===== src/rtl/core/sfr_pkg.sv =====
package sfr_pkg;

    localparam logic [7:0]  SYNC_FIRST      = 8'hB5;
    localparam logic [7:0]  SYNC_SECOND     = 8'h62;
    localparam logic [15:0] MAX_LEN_RESET   = 16'd119;

    localparam logic [1:0]  EV_NONE         = 2'd0;
    localparam logic [1:0]  EV_GOOD         = 2'd1;
    localparam logic [1:0]  EV_BAD_SUM      = 2'd2;
    localparam logic [1:0]  EV_TOO_LONG     = 2'd3;

    typedef struct packed {
        logic [1:0]  event_res;
        logic [7:0]  class_id;
        logic [7:0]  message_id;
        logic [15:0] payload_length;
        logic        payload_valid;
        logic [7:0]  payload_byte;
        logic [15:0] payload_index;
    } sfr_result_t;

endpackage


===== src/rtl/core/sfr_ifs.sv =====
interface sfr_in_if;
    logic       valid;
    logic       ready;
    logic [7:0] rx_byte;

    modport source (output valid, output rx_byte, input ready);
    modport sink (input valid, input rx_byte, output ready);
endinterface

interface sfr_out_if;
    logic        valid;
    logic        ready;
    logic [1:0]  event_res;
    logic [7:0]  class_id;
    logic [7:0]  message_id;
    logic [15:0] payload_length;
    logic        payload_valid;
    logic [7:0]  payload_byte;
    logic [15:0] payload_index;

    modport source (output valid, output event_res, output class_id, output message_id,
                    output payload_length, output payload_valid, output payload_byte,
                    output payload_index, input ready);
    modport sink (input valid, input event_res, input class_id, input message_id,
                  input payload_length, input payload_valid, input payload_byte,
                  input payload_index, output ready);
endinterface


===== src/rtl/core/sfr_parser.sv =====
module sfr_parser #(
    parameter logic [15:0] MAX_LEN_INIT = sfr_pkg::MAX_LEN_RESET
) (
    input  logic                clk,
    input  logic                rst_n,
    input  logic                cfg_we,
    input  logic [15:0]         cfg_wdata,
    input  logic                take,
    input  logic [7:0]          rx_byte,
    output sfr_pkg::sfr_result_t result
);

    localparam logic [2:0] PH_HUNT    = 3'd0;
    localparam logic [2:0] PH_CLASS   = 3'd1;
    localparam logic [2:0] PH_MSG     = 3'd2;
    localparam logic [2:0] PH_LEN_LO  = 3'd3;
    localparam logic [2:0] PH_LEN_HI  = 3'd4;
    localparam logic [2:0] PH_PAYLOAD = 3'd5;
    localparam logic [2:0] PH_CK_A    = 3'd6;
    localparam logic [2:0] PH_CK_B    = 3'd7;

    logic [15:0] max_len_reg;
    logic [2:0]  phase_reg, phase_next;
    logic [7:0]  prev_reg;
    logic [7:0]  sum_a_reg, sum_a_next;
    logic [7:0]  sum_b_reg, sum_b_next;
    logic [7:0]  rsum_a_reg, rsum_a_next;
    logic [7:0]  class_reg, class_next;
    logic [7:0]  msg_reg, msg_next;
    logic [15:0] length_reg, length_next;
    logic [15:0] seen_reg, seen_next;

    logic        sync_hit;
    logic [7:0]  sum_a_add;
    logic [7:0]  sum_b_add;
    logic [15:0] len_hi;
    logic [15:0] seen_inc;
    logic [1:0]  ev;
    logic        pv;
    logic [7:0]  pb;
    logic [15:0] pi;

    assign sync_hit  = (rx_byte == sfr_pkg::SYNC_SECOND) && (prev_reg == sfr_pkg::SYNC_FIRST);
    assign sum_a_add = sum_a_reg + rx_byte;
    assign sum_b_add = sum_b_reg + sum_a_add;
    assign len_hi    = {rx_byte, length_reg[7:0]};
    assign seen_inc  = seen_reg + 16'd1;

    always_comb
    begin
        phase_next  = phase_reg;
        sum_a_next  = sum_a_reg;
        sum_b_next  = sum_b_reg;
        rsum_a_next = rsum_a_reg;
        class_next  = class_reg;
        msg_next    = msg_reg;
        length_next = length_reg;
        seen_next   = seen_reg;
        ev          = sfr_pkg::EV_NONE;
        pv          = 1'b0;
        pb          = 8'd0;
        pi          = 16'd0;
        if (sync_hit)
        begin
            // a sync pair restarts the frame wherever we are
            phase_next  = PH_CLASS;
            sum_a_next  = 8'd0;
            sum_b_next  = 8'd0;
            rsum_a_next = 8'd0;
            class_next  = 8'd0;
            msg_next    = 8'd0;
            length_next = 16'd0;
            seen_next   = 16'd0;
        end
        else
        begin
            case (phase_reg)
                PH_HUNT:
                begin
                    phase_next = PH_HUNT;
                end
                PH_CLASS:
                begin
                    class_next = rx_byte;
                    sum_a_next = sum_a_add;
                    sum_b_next = sum_b_add;
                    phase_next = PH_MSG;
                end
                PH_MSG:
                begin
                    msg_next   = rx_byte;
                    sum_a_next = sum_a_add;
                    sum_b_next = sum_b_add;
                    phase_next = PH_LEN_LO;
                end
                PH_LEN_LO:
                begin
                    length_next = {length_reg[15:8], rx_byte};
                    sum_a_next  = sum_a_add;
                    sum_b_next  = sum_b_add;
                    phase_next  = PH_LEN_HI;
                end
                PH_LEN_HI:
                begin
                    length_next = len_hi;
                    sum_a_next  = sum_a_add;
                    sum_b_next  = sum_b_add;
                    if (len_hi > max_len_reg)
                    begin
                        ev         = sfr_pkg::EV_TOO_LONG;
                        phase_next = PH_HUNT;
                    end
                    else if (len_hi == 16'd0)
                    begin
                        phase_next = PH_CK_A;
                    end
                    else
                    begin
                        phase_next = PH_PAYLOAD;
                    end
                end
                PH_PAYLOAD:
                begin
                    pv         = 1'b1;
                    pb         = rx_byte;
                    pi         = seen_reg;
                    sum_a_next = sum_a_add;
                    sum_b_next = sum_b_add;
                    seen_next  = seen_inc;
                    if (seen_inc >= length_reg)
                    begin
                        phase_next = PH_CK_A;
                    end
                end
                PH_CK_A:
                begin
                    rsum_a_next = rx_byte;
                    phase_next  = PH_CK_B;
                end
                PH_CK_B:
                begin
                    ev = ((rsum_a_reg == sum_a_reg) && (rx_byte == sum_b_reg)) ?
                         sfr_pkg::EV_GOOD : sfr_pkg::EV_BAD_SUM;
                    phase_next = PH_HUNT;
                end
                default:
                begin
                    phase_next = PH_HUNT;
                end
            endcase
        end
    end

    always_comb
    begin
        result.event_res      = ev;
        result.class_id       = class_next;
        result.message_id     = msg_next;
        result.payload_length = length_next;
        result.payload_valid  = pv;
        result.payload_byte   = pb;
        result.payload_index  = pi;
    end

    always_ff @(posedge clk or negedge rst_n)
    begin
        if (!rst_n)
        begin
            max_len_reg <= MAX_LEN_INIT;
        end
        else if (cfg_we)
        begin
            max_len_reg <= cfg_wdata;
        end
    end

    always_ff @(posedge clk or negedge rst_n)
    begin
        if (!rst_n)
        begin
            phase_reg  <= PH_HUNT;
            prev_reg   <= 8'd0;
            sum_a_reg  <= 8'd0;
            sum_b_reg  <= 8'd0;
            rsum_a_reg <= 8'd0;
            class_reg  <= 8'd0;
            msg_reg    <= 8'd0;
            length_reg <= 16'd0;
            seen_reg   <= 16'd0;
        end
        else if (take)
        begin
            phase_reg  <= phase_next;
            prev_reg   <= rx_byte;
            sum_a_reg  <= sum_a_next;
            sum_b_reg  <= sum_b_next;
            rsum_a_reg <= rsum_a_next;
            class_reg  <= class_next;
            msg_reg    <= msg_next;
            length_reg <= length_next;
            seen_reg   <= seen_next;
        end
    end

endmodule


===== src/rtl/core/sfr_out_stage.sv =====
module sfr_out_stage (
    input  logic                 clk,
    input  logic                 rst_n,
    input  logic                 load_valid,
    output logic                 load_ready,
    input  sfr_pkg::sfr_result_t load_data,
    sfr_out_if.source            res
);

    logic                 valid_reg;
    sfr_pkg::sfr_result_t data_reg;

    // take a new item while the held one leaves in the same cycle
    assign load_ready = !valid_reg || res.ready;

    always_ff @(posedge clk or negedge rst_n)
    begin
        if (!rst_n)
        begin
            valid_reg <= 1'b0;
        end
        else if (load_ready)
        begin
            valid_reg <= load_valid;
        end
    end

    always_ff @(posedge clk)
    begin
        if (load_ready && load_valid)
        begin
            data_reg <= load_data;
        end
    end

    assign res.valid          = valid_reg;
    assign res.event_res      = data_reg.event_res;
    assign res.class_id       = data_reg.class_id;
    assign res.message_id     = data_reg.message_id;
    assign res.payload_length = data_reg.payload_length;
    assign res.payload_valid  = data_reg.payload_valid;
    assign res.payload_byte   = data_reg.payload_byte;
    assign res.payload_index  = data_reg.payload_index;

endmodule


===== src/rtl/core/sync_frame_receiver_fletcher8_unit.sv =====
// latency: a result is valid the cycle after its byte is accepted
// throughput: one byte per cycle while rx.ready is high
// rx.ready stays high while the result register is empty or being drained
// reset (rst_n, asynchronous, active low) puts the parser in sync hunting,
// clears sums, frame fields and the result valid, and sets max length to MAX_LEN_INIT (119 by default)
module sync_frame_receiver_fletcher8_unit #(
    parameter logic [15:0] MAX_LEN_INIT = sfr_pkg::MAX_LEN_RESET
) (
    input  logic        clk,
    input  logic        rst_n,
    input  logic        cfg_we,
    input  logic [15:0] cfg_wdata,
    sfr_in_if.sink      rx,
    sfr_out_if.source   res
);

    logic                 in_acc;
    logic                 load_ready;
    sfr_pkg::sfr_result_t parsed;

    assign rx.ready = load_ready;
    assign in_acc   = rx.valid && load_ready;

    sfr_parser #(
        .MAX_LEN_INIT (MAX_LEN_INIT)
    ) u_parser (
        .clk       (clk),
        .rst_n     (rst_n),
        .cfg_we    (cfg_we),
        .cfg_wdata (cfg_wdata),
        .take      (in_acc),
        .rx_byte   (rx.rx_byte),
        .result    (parsed)
    );

    sfr_out_stage u_out (
        .clk        (clk),
        .rst_n      (rst_n),
        .load_valid (rx.valid),
        .load_ready (load_ready),
        .load_data  (parsed),
        .res        (res)
    );

    a_acc_gives_result: assert property (@(posedge clk) disable iff (!rst_n)
        in_acc |=> res.valid)
        else $error("accepted item gave no result");

    a_drain_keeps_ready: assert property (@(posedge clk) disable iff (!rst_n)
        res.ready |-> rx.ready)
        else $error("input stalled while result drains");

    a_payload_no_event: assert property (@(posedge clk) disable iff (!rst_n)
        (res.valid && res.payload_valid) |-> (res.event_res == sfr_pkg::EV_NONE))
        else $error("event on a payload item");

    a_idle_payload_zero: assert property (@(posedge clk) disable iff (!rst_n)
        (res.valid && !res.payload_valid) |->
            ((res.payload_byte == 8'd0) && (res.payload_index == 16'd0)))
        else $error("payload fields set on a non-payload item");

endmodule


===== src/flat_wrapper.sv =====
// flat-port wrapper written by rule: the top's interface ports become plain ports
module sync_frame_receiver_fletcher8_unit_flat 
#(
    parameter logic [15:0] MAX_LEN_INIT = sfr_pkg::MAX_LEN_RESET
)
  (clk, rst_n, cfg_we, cfg_wdata, rx_valid, rx_rx_byte, rx_ready, res_valid, res_event_res, res_class_id, res_message_id, res_payload_length, res_payload_valid, res_payload_byte, res_payload_index, res_ready);
  sfr_in_if rx_i ();
  sfr_out_if res_i ();
  input  logic clk;
  input  logic rst_n;
  input  logic cfg_we;
  input  logic [15:0] cfg_wdata;
  input wire logic [$bits(rx_i.valid)-1:0] rx_valid;
  input wire logic [$bits(rx_i.rx_byte)-1:0] rx_rx_byte;
  output wire logic [$bits(rx_i.ready)-1:0] rx_ready;
  output wire logic [$bits(res_i.valid)-1:0] res_valid;
  output wire logic [$bits(res_i.event_res)-1:0] res_event_res;
  output wire logic [$bits(res_i.class_id)-1:0] res_class_id;
  output wire logic [$bits(res_i.message_id)-1:0] res_message_id;
  output wire logic [$bits(res_i.payload_length)-1:0] res_payload_length;
  output wire logic [$bits(res_i.payload_valid)-1:0] res_payload_valid;
  output wire logic [$bits(res_i.payload_byte)-1:0] res_payload_byte;
  output wire logic [$bits(res_i.payload_index)-1:0] res_payload_index;
  input wire logic [$bits(res_i.ready)-1:0] res_ready;
  assign rx_i.valid = rx_valid;
  assign rx_i.rx_byte = rx_rx_byte;
  assign rx_ready = rx_i.ready;
  assign res_valid = res_i.valid;
  assign res_event_res = res_i.event_res;
  assign res_class_id = res_i.class_id;
  assign res_message_id = res_i.message_id;
  assign res_payload_length = res_i.payload_length;
  assign res_payload_valid = res_i.payload_valid;
  assign res_payload_byte = res_i.payload_byte;
  assign res_payload_index = res_i.payload_index;
  assign res_i.ready = res_ready;
  sync_frame_receiver_fletcher8_unit #(.MAX_LEN_INIT(MAX_LEN_INIT)) u_core (.clk(clk), .rst_n(rst_n), .cfg_we(cfg_we), .cfg_wdata(cfg_wdata), .rx(rx_i), .res(res_i));
endmodule

===== config.mk =====
export PLATFORM = sky130hd
export DESIGN_NAME = sync_frame_receiver_fletcher8_unit_flat
export DESIGN_NICKNAME = d
export VERILOG_FILES = /design/src/rtl/core/sfr_pkg.sv /design/src/rtl/core/sfr_ifs.sv /design/src/rtl/core/sfr_parser.sv /design/src/rtl/core/sfr_out_stage.sv /design/src/rtl/core/sync_frame_receiver_fletcher8_unit.sv /design/src/flat_wrapper.sv
export SDC_FILE = /design/constraint.sdc
export NUM_CORES = 1
export LEC_CHECK = 0
export ABC_AREA = 1
export BUFFER_PORTS_ARGS = -buffer_cell sky130_fd_sc_hd__buf_4
export CELL_PAD_IN_SITES_DETAIL_PLACEMENT = 0
export CELL_PAD_IN_SITES_GLOBAL_PLACEMENT = 1
export CORE_MARGIN = 2
export CORE_UTILIZATION = 40
export CTS_CLUSTER_SIZE = 10
export DETAILED_ROUTE_END_ITERATION = 8
export PLACE_DENSITY = 0.72
export RECOVER_POWER = 25
export SLEW_MARGIN = 20
export SYNTH_ARGS = -nofsm -noshare
export SYNTH_HDL_FRONTEND = slang
export SYNTH_SLANG_ARGS = --single-unit

===== constraint.sdc =====
create_clock -name clk -period 6.5 [get_ports clk]
set_input_delay 0.65 -clock clk [delete_from_list [all_inputs] [get_ports clk]]
set_output_delay 0.65 -clock clk [all_outputs]
set_load 0.005 [all_outputs]

==> Yosys cells after proc, flatten, opt, wreduce, memory -nomap -nowiden <==
Cells that the tools add are included.
{ "totals": {"reg_bits": 159, "in_bits": 29, "output_inout_bits": 61} }
{ "classes": {"n_addsub": 3, "order_cmp": 2, "eq_ne": 12, "n_mux": 23, "bitwise_logic": 1, "n_reduce_logical": 17} }
{ "ops": {"columns": ["operator", "n"], "rows": [
  ["$mux W8", 10],
  ["$mux W16", 3],
  ["$pmux W16 S2", 1],
  ["$pmux W3 S7", 1],
  ["$add A16 B1 Y16 const B", 1],
  ["$add A8 B8 Y8", 2],
  ["$eq A8 B8 Y1", 2],
  ["$ge A16 B16 Y1", 1],
  ["$gt A16 B16 Y1", 1],
  ["$logic_not A16 Y1", 1],
  ["$eq A3 B3 Y1 const B", 4],
  ["$mux W3", 3],
  ["$eq A8 B7 Y1 const B", 1],
  ["$eq A8 B8 Y1 const B", 1],
  ["$reduce_and A2 Y1", 4],
  ["$eq A3 B2 Y1 const B", 2],
  ["$mux W2", 3],
  ["$reduce_bool A2 Y1", 3],
  ["$reduce_or A5 Y1", 1],
  ["$pmux W2 S2", 1],
  ["$reduce_or A2 Y1", 2],
  ["$eq A3 B1 Y1 const B", 1],
  ["$logic_and A1 B1 Y1", 3],
  ["$logic_not A3 Y1", 1],
  ["5 further kinds", 5]
]} }

==> Logic depth before layout (Yosys ltp) <==
Gate-level depths: netlist (run 1).
{ "depth": {"word_depth": 5, "ltp_mapped": 19} }

==> Cells and area by module <==
Synthesis (run 1) repeated with hierarchy kept, for this count alone.
{ "unflattened": {"hier_cells": 944, "hier_area_um2": 8373.0} }
{ "by_module_without_submodules": {"columns": ["mod", "instances", "cells_each", "area_each_um2", "seq_area_each_um2"], "rows": [
  ["sfr_parser", 1, 877, 6548.8, 2484.9],
  ["sfr_out_stage", 1, 65, 1816.7, 1796.7],
  ["sync_frame_receiver_fletcher8_unit", 1, 2, 7.5, 0.0]
]} }

==> Worst setup path before layout (run 1) <==
OpenSTA, ideal clock, no wires.
{ "synth_timing": {"path_type": "input to register", "start": "in res_ready", "end": "reg u_core.u_out.data_reg, in the netlist u_core.u_out.res.class_id[0] (enable)", "setup_time_ps": 446, "arrival_time_ps": 2985, "setup_slack_ps": 3069, "path_stages": 5, "path_cell_list": "inv_1 -> nand2_1 -> nand2_2 -> clkinv_1 -> clkbuf_1"} }
{ "synth_via": {"elab_chain_cells": 2} }
{ "synth_lines": {"columns": ["item", "line", "text"], "rows": [
  ["from (decl)", "flat_wrapper.sv:24", "input wire logic [$bits(res_i.ready)-1:0] res_ready;"],
  ["$logic_or A1 B1 Y1", "sfr_out_stage.sv:14", "assign load_ready = !valid_reg || res.ready;"],
  ["net rx_ready", "flat_wrapper.sv:15", "output wire logic [$bits(rx_i.ready)-1:0] rx_ready;"],
  ["$logic_and A1 B1 Y1", null, null],
  ["net u_core.in_acc", "sync_frame_receiver_fletcher8_unit.sv:17", "logic in_acc;"],
  ["to (signal assigned)", "sfr_out_stage.sv:32", "data_reg <= load_data;"],
  ["to (decl)", "sfr_out_stage.sv:11", "sfr_pkg::sfr_result_t data_reg;"]
]} }
The timed path passes the listed nets, and every way through them passes these cells.
A chain may end at the register's enable or synchronous reset.

==> Final worst setup path (run 1) <==
{ "layout_timing": {"start": "reg u_core.u_out.valid_reg, in the netlist u_core.u_out.res.valid", "end": "reg u_core.u_parser.phase_reg[0]"} }
{ "layout_via": {"elab_chain_cells": 4} }
{ "layout_lines": {"columns": ["item", "line", "text"], "rows": [
  ["from (decl)", "sfr_out_stage.sv:10", "logic valid_reg;"],
  ["from (signal assigned)", "sfr_out_stage.sv:24", "valid_reg <= load_valid;"],
  ["$logic_not A1 Y1", "sfr_out_stage.sv:14", null],
  ["$logic_or A1 B1 Y1", "sfr_out_stage.sv:14", null],
  ["$logic_and A1 B1 Y1", "sync_frame_receiver_fletcher8_unit.sv:22", "assign in_acc = rx.valid && load_ready;"],
  ["$reduce_and A2 Y1 (no source line)", null, null],
  ["to (signal assigned)", "sfr_parser.sv:193", "phase_reg <= phase_next;"],
  ["to (decl)", "sfr_parser.sv:23", "logic [2:0] phase_reg, phase_next;"]
]} }
Every way passes these cells.

==> flow_metrics.env, run 1 <==
export IMPL_syn_num_nets=970
export IMPL_slew_headroom_pct=-6.32
export IMPL_firstDrtPassIters=5
export IMPL_htree_levels=4
export IMPL_required_ns=6.81
export IMPL_p_comb_share_pct=39.6
export IMPL_failed_checks="max-capacitance violations, max-slew violations"
export IMPL_die_area_um2=21800
export IMPL_ant_nets=0
export IMPL_powerDensity_nw_per_um2=445
export IMPL_drive_above_1_share_pct=16.0
export IMPL_coreArea_um2=20200
export IMPL_dp_slack_ns=3.22
export IMPL_syn_cell_area_um2=8240
export IMPL_cts_clk_slew_worst_paths_ns=0.07
export IMPL_wire_per_inst_um=15.4
export IMPL_syn_area_per_cell_um2=9.24
export IMPL_post_route_period_util_pct=50.9
export IMPL_status="finished, violations left"
export IMPL_seq_area_frac_synth_pct=51.9
export IMPL_ctsResizeCount=0
export IMPL_drc_errors=0
export IMPL_num_vias=6135
export IMPL_p_int_mw=2.71
export IMPL_finalClockSkew_ns=0.00855
export IMPL_synth_cell_types=45
export IMPL_cp_slowest_stage_delay_ns=0.82
export IMPL_numCtsBuffers=17
export IMPL_n_antenna_cell=0
export IMPL_synth_edf_count=59
export IMPL_fmax_ghz=0.302
export IMPL_hold_buffers=0
export IMPL_rsz0062_at_grt="no"
export IMPL_clock_sinks=159
export IMPL_ir_worst_vdd_mv=0.314
export IMPL_pwr_share_seq_pct=36.3
export IMPL_grtUsageMet1_pct=25.2
export IMPL_grt_util_met2_pct=30.7
export IMPL_ys_async_sr_fraction_pct=62.9
export IMPL_use_met3_pct=4.10
export IMPL_viasPerCell=4.88
export IMPL_die_w_um=148
export IMPL_grt_use_total_pct=18.7
export IMPL_drv_cap=1
export IMPL_crit_top_cell="nand2_1"
export IMPL_synthFlopType="dfrtp_1"
export IMPL_start_util_pct=40.7
export IMPL_end_kind="register"
export IMPL_clk_latency_ns=0.42
export IMPL_synth_most_common_cell="nand2_1"
export IMPL_root_buffer="clkbuf_16"
export IMPL_holdCritPathClass="in2reg"
export IMPL_synth_area_leaders="dfrtp_1 (29%), edfxtp_1 (21%), nand2_1 (9.9%)"
export IMPL_ys_warn_count=0
export IMPL_cp_start_kind="register"
export IMPL_nNetsFinal=1053
export IMPL_crit_slowest_cell="inv_4"
export IMPL_leakagePower_nw=4.51
export IMPL_grt_max_degree=74
export IMPL_grt_ovfl_total=0
export IMPL_first_global_vias=6090
export IMPL_synthTopCellsByCount="nand2_1 (218), inv_1 (101), dfrtp_1 (94), o21ai_0 (76), edfxtp_1 (59)"
export IMPL_grt_pass1_wl_mm=31.6
export IMPL_yosys_area_top_type="dfrtp_1"
export IMPL_cts_setup_buffers=0
export IMPL_drt_wl_total_mm=19.4
export IMPL_rows=52
export IMPL_antenna_found_initial=0
export IMPL_worstSetupPathType="reg2reg"
export IMPL_ys_ff_latch=159
export IMPL_clock_path_buffers=2
export IMPL_drt_initial_drc_count=357
export IMPL_fin_crit_ns=3.31
export IMPL_syn_to_final_growth_pct=17.8
export IMPL_dpl_hpwl_mm=13.6
export IMPL_path_max_fanout=67
export IMPL_worstPathArrival_ns=3.62
export IMPL_cts_tree="yes"
export IMPL_die_h_um=148
export IMPL_setup_violations=0
export IMPL_setup_slack_ns=3.19
export IMPL_portBuffers=89
export IMPL_gp_congestion=0.799
export IMPL_worstMarginPinSlew_ns=1.59
export IMPL_finalMaxSlewViolations=29
export IMPL_hold_violations=0
export IMPL_top_usage_layer="met2"
export IMPL_cp_cell_sequence="nand2_1, nand2_1, inv_4, buf_4, o21ai_0, nand2_1, nand2_1"
export IMPL_ioPinCount=90
export IMPL_syn_inst=892
export IMPL_swShare_pct=37.4
export IMPL_clkPwrFrac_pct=24.1
export IMPL_p_sw_mw=1.62
export IMPL_final_setup_tns_ns=0
export IMPL_yosysTopAreaCellShare_pct=28.5
[critical path, delay by kind of cell (launching register included)]
| kind | cells | cell delay [ns] |
|---|---|---|
| buf+inv | 2 | 1.50 |
| flops | 1 | 0.38 |
| simple gates | 4 | 0.99 |
| compound gates | 1 | 0.31 |
[cells in the final DEF, fill, tap and decap left out, types with 8 or more instances in the layout]
cell | synthesis | layout
a21oi_1 | 52 | 52
a22oi_1 | 8 | 8
buf_4 | 4 | 54
clkbuf_16 | 0 | 17
clkbuf_4 | 0 | 36
dfrtp_1 | 94 | 94
edfxtp_1 | 59 | 59
ha_1 | 47 | 47
inv_1 | 101 | 102
inv_2 | 12 | 11
nand2_1 | 218 | 219
nand3_1 | 29 | 29
nand4_1 | 8 | 8
nor2_1 | 49 | 50
o21ai_0 | 76 | 76
o22ai_1 | 14 | 14
xnor2_1 | 16 | 16
xor2_1 | 17 | 17
[stage by stage]
step	hold WS, ns	cell area [µm²]	instances	util (%)	power [mW]
2_1_floorplan	0.354	8240	892	-	2.82
3_3_place_gp	0.463	9110	1226	45.0	3.29
3_5_place_dp	0.466	9110	1226	45.0	3.31
4_1_cts	0.148	9730	1258	48.1	4.37
5_1_grt	0.427	9710	1258	48.0	4.70
6_report	0.436	9710	1258	48.0	4.32
[layer usage]
layer,share of wire (%),up-vias,wire length [µm]
met3,3.8,17,732
met5,0,-,0
met1,47,2887,9100
met4,1.1,0,219
met2,48,115,9310
li1,-,3116,-
[power by group through the flow]
stage | Clock (mW) | Sequential [mW] | Combinational (mW)
after global placement | 0 | 1.58 | 1.70
after CTS | 1.07 | 1.57 | 1.74
after detailed placement | 0 | 1.58 | 1.72
after global routing | 1.11 | 1.60 | 1.98
final | 1.04 | 1.57 | 1.71
after floorplan | 0 | 1.55 | 1.27
[layout make-up]
cell class	count	area [µm²]
Clock buffer	21	460
Tap cell	270	338
Clock inverter	11	156
Fill cell	1941	10500
Timing Repair Buffer	92	683
Sequential cell	159	4280
Multi-Input combinational cell	588	3340
Inverter	117	450
[cells by family after synthesis]
kind of cell	Yosys count	share of synthesized area (%)
xor+xnor	33	3.51
mux	1	0.137
compound gates	168	11.2
fa+ha+maj	49	7.62
simple gates	337	18.1
buf+inv	145	7.44
flops	159	51.9
[final timing paths]
| path | cells past startpoint | slack (ns) | to | start |
|---|---|---|---|---|
| max in group asynchronous | 2 | 4.14 | u_core.u_parser.length_reg[12]$_DFFE_PN0P_ | rst_n |
| max | 7 | 3.19 | u_core.u_parser.phase_reg[0]$_DFFE_PN0P_ | u_core.u_out.res.valid$_DFFE_PN0N_ |
| min in group asynchronous | 1 | 0.62 | u_core.u_parser.length_reg[4]$_DFFE_PN0P_ | rst_n |
| min | 3 | 0.44 | u_core.u_parser.max_len_reg[14]$_DFFE_PN0P_ | cfg_wdata[14] |
| max reg2reg | 7 | 3.19 | u_core.u_parser.phase_reg[0]$_DFFE_PN0P_ | u_core.u_out.res.valid$_DFFE_PN0N_ |
| min reg2reg | 2 | 0.48 | u_core.u_parser.msg_reg[4]$_DFFE_PN0P_ | u_core.u_parser.msg_reg[4]$_DFFE_PN0P_ |
Note: power is estimated with default switching activity, not from simulation.
==> inputs of run 2 (changes only) <==
ABC_AREA = 0   (was 1)
PLACE_DENSITY = 0.73   (was 0.72)
clock period = 2.8 ns   (was 6.5 ns; I/O delays follow)
==> run 2 against run 1 <==
Clock skew up 0.0064 ns; critical endpoint is now u_core.u_parser.sum_b_reg[7]$_DFFE_PN0P_; total power rose by 130%; the run ends with negative setup slack left; sequential share of layout area down 2.4 points; largest power group unchanged; worst hold slack lost 0.38 ns; highest routed layer unchanged; core utilization is 3.1 points higher; register-to-register slack worse by 3.3 ns; clock-buffer cell count is 3 lower; combinational power up 140%; fmax rose by 13%.
==> flow_metrics.env, run 2 <==
export IMPL_grt_pass1_wl_mm=31.7
export IMPL_syn_inst=770
export IMPL_nNetsFinal=981
export IMPL_numCtsBuffers=17
export IMPL_synthSimpleGateAreaFrac_pct=14.5
export IMPL_grt_ovfl_total=0
export IMPL_holdWs_ns=0.0602
export IMPL_required_ns=3.15
export IMPL_rows=52
export IMPL_startpoint="u_core.u_parser.sum_a_reg[0]$_DFFE_PN0P_"
export IMPL_drt_wl_total_mm=19.5
export IMPL_ant_nets=0
export IMPL_die_w_um=147
export IMPL_clock_sinks=159
export IMPL_synthFlopType="dfrtp_1"
export IMPL_end_kind="register"
export IMPL_cts_clk_slew_worst_paths_ns=0.07
export IMPL_reg2reg_slack_ns=-0.12
export IMPL_crit_slowest_cell="or4_1"
export IMPL_portBuffers=89
export IMPL_yosys_area_top_type="dfrtp_1"
export IMPL_die_h_um=147
export IMPL_grt_max_degree=66
export IMPL_synthXorXnorAreaFrac_pct=4.62
export IMPL_grt_use_total_pct=18.8
export IMPL_post_route_period_util_pct=104
export IMPL_clk_latency_ns=0.43
export IMPL_worstMarginPinSlew_ns=1.14
export IMPL_holdCritPathClass="in2reg"
export IMPL_layout_common_cells="buf_4 (147), nand2_1 (103), dfrtp_1 (94)"
export IMPL_path_max_fanout=4
export IMPL_yosysTopAreaCellShare_pct=28.9
export IMPL_syn_area_per_cell_um2=10.6
export IMPL_seq_area_um2=4280
export IMPL_worstPathArrival_ns=3.27
export IMPL_multi_input_area_um2=3700
export IMPL_hold_violations=0
export IMPL_cp_slowest_stage_delay_ns=0.40
export IMPL_ys_warn_count=0
export IMPL_dpl_hpwl_mm=13.5
export IMPL_crit_reg2reg_launch="u_core.u_parser.sum_a_reg[0]$_DFFE_PN0P_"
export IMPL_total_power_mw=10.1
export IMPL_htree_levels=4
export IMPL_setup_violations=1
export IMPL_synth_top_family_by_area="simple AND/OR/NAND/NOR gates"
export IMPL_worstSetupPathType="reg2reg"
export IMPL_synth_most_common_cell="nand2_1"
export IMPL_start_util_pct=40.6
export IMPL_finalNonFillerCells=1186
export IMPL_cp_cell_sequence="ha_2, inv_2, fa_2, nor2b_1, o21ai_0, nand2b_1, xor2_2, ha_4, nand3_1, o2111ai_2, a21o_1, a21oi_2, xnor2_1, or4_1, o21ai_1"
export IMPL_fmax_ghz=0.342
export IMPL_drv_cap=0
export IMPL_first_global_vias=5957
export IMPL_crit_end="u_core.u_parser.sum_b_reg[7]$_DFFE_PN0P_"
export IMPL_die_area_um2=21500
export IMPL_coreArea_um2=20100
export IMPL_viasPerCell=5.04
export IMPL_fin_crit_ns=2.92
export IMPL_leakagePower_nw=4.66
export IMPL_clock_path_buffers=2
export IMPL_synth_cell_types=56
export IMPL_antenna_found_initial=0
export IMPL_synth_compound_area_share_pct=12.6
export IMPL_ioPinCount=90
export IMPL_synth_edf_count=59
export IMPL_finalClockSkew_ns=0.0150
export IMPL_rsz0062_at_grt="yes"
export IMPL_slew_headroom_pct=24.1
export IMPL_cp_start_kind="register"
export IMPL_rr_endpoint="u_core.u_parser.sum_b_reg[7]$_DFFE_PN0P_"
export IMPL_powerDensity_nw_per_um2=982
export IMPL_synth_area_leaders="dfrtp_1 (29%), edfxtp_1 (22%), ha_1 (7.2%)"
export IMPL_syn_cell_area_um2=8150
export IMPL_finalMaxSlewViolations=0
export IMPL_n_antenna_cell=0
export IMPL_firstDrtPassIters=5
export IMPL_ys_async_sr_fraction_pct=62.9
export IMPL_root_buffer="clkbuf_16"
export IMPL_syn_to_final_growth_pct=25.9
export IMPL_num_fill_cells=1790
export IMPL_drt_initial_drc_count=291
export IMPL_final_common_cell="buf_4"
export IMPL_setup_slack_ns=-0.120
export IMPL_synthTopCellsByCount="nand2_1 (106), dfrtp_1 (94), edfxtp_1 (59), nor2_1 (51), ha_1 (47)"
export IMPL_synth_mux_area_share_pct=3.73
export IMPL_wire_per_inst_um=16.4
export IMPL_gp_congestion=0.820
export IMPL_drive_above_1_share_pct=26.3
export IMPL_failed_checks="negative setup slack"
export IMPL_syn_num_nets=848
export IMPL_ys_ff_latch=159
export IMPL_cts_tree="yes"
export IMPL_seq_area_frac_synth_pct=52.5
export IMPL_num_vias=5980
export IMPL_place_inst=1146
export IMPL_reg2reg_depth=15
export IMPL_drc_errors=0
export IMPL_ir_worst_vdd_mv=0.505
export IMPL_status="finished, violations left"
export IMPL_synth_fa_ha_area_share_pct=7.70
[run 2: metal layers]
layer | up-vias | routed length [µm] | global-route usage [%] | share of wire, %
met5 | - | 0 | 0 | 0
met4 | 0 | 308 | 5.78 | 1.6
met3 | 16 | 681 | 3.39 | 3.5
met2 | 98 | 9700 | 30.9 | 50
met1 | 2872 | 8770 | 25.3 | 45
li1 | 2994 | - | - | -
[run 2: report_power, final]
group / internal [mW] / switching (mW) / leakage [nW]
clock network: 1.42 / 0.990 / 0.294
registers: 3.16 / 0.477 / 1.83
logic: 1.97 / 2.06 / 2.54
total: 6.55 / 3.53 / 4.66
[run 2: cell families after synthesis]
| group | Yosys count |
|---|---|
| flip-flops | 159 |
| AO/OA/AOI/OAI | 154 |
| adder cells (fa/ha/maj) | 49 |
| XOR/XNOR | 43 |
| AND/OR/NAND/NOR | 251 |
| multiplexers | 29 |
| buffers and inverters | 85 |
[run 2: through the flow]
step                instance area, µm²  TNS (ns)  utilization, %  setup WS [ns]
finish                           10300    -0.120            51.1         -0.120
global route                     10300    -0.503            51.1         -0.309
CTS                              10100    -0.132            50.2         -0.132
detailed placement                9450    -0.232            47.0         -0.221
global placement                  9450    -0.138            47.0         -0.138
floorplan                         8180   -0.0119               -        -0.0119
[run 2: worst min path at each step]
stage,start,end,cells past startpoint
after global placement,rst_n,u_core.u_parser.sum_b_reg[0]$_DFFE_PN0P_,1
after detailed placement,rst_n,u_core.u_parser.sum_b_reg[0]$_DFFE_PN0P_,1
after floorplan,rst_n,u_core.u_out.res.valid$_DFFE_PN0N_,0
after global routing,cfg_wdata[8],u_core.u_parser.max_len_reg[8]$_DFFE_PN0P_,3
after CTS,cfg_wdata[15],u_core.u_parser.max_len_reg[15]$_DFFE_PN0P_,3
final,cfg_wdata[15],u_core.u_parser.max_len_reg[15]$_DFFE_PN0P_,3
[run 2: repair_timing]
item,4_1_cts,5_1_grt
endpoints found under the setup margin,3,5
hold buffers,1,0
resized for setup,3,31
pin swaps,2,27
endpoints found under the hold margin,37,0
buffers inserted,2,5
[run 2: layout make-up]
cell class | count | area share [%]
Clock buffer | 18 | 4.18
Inverter | 46 | 1.68
Tap cell | 270 | 3.29
Multi-Input combinational cell | 526 | 36.0
Sequential cell | 159 | 41.7
Timing Repair Buffer | 153 | 11.4
Clock inverter | 14 | 1.74
[run 2: worst max-delay path: cells and delay by family (launching register included)]
family / cells / cell delay, ns
adders and majority gates: 3 / 0.77
AOI/OAI and AO/OA: 5 / 0.61
xor gates and xnor gates: 2 / 0.31
DFF: 1 / 0.35
and+or+nand+nor: 4 / 0.75
buffers and inverters: 1 / 0.04
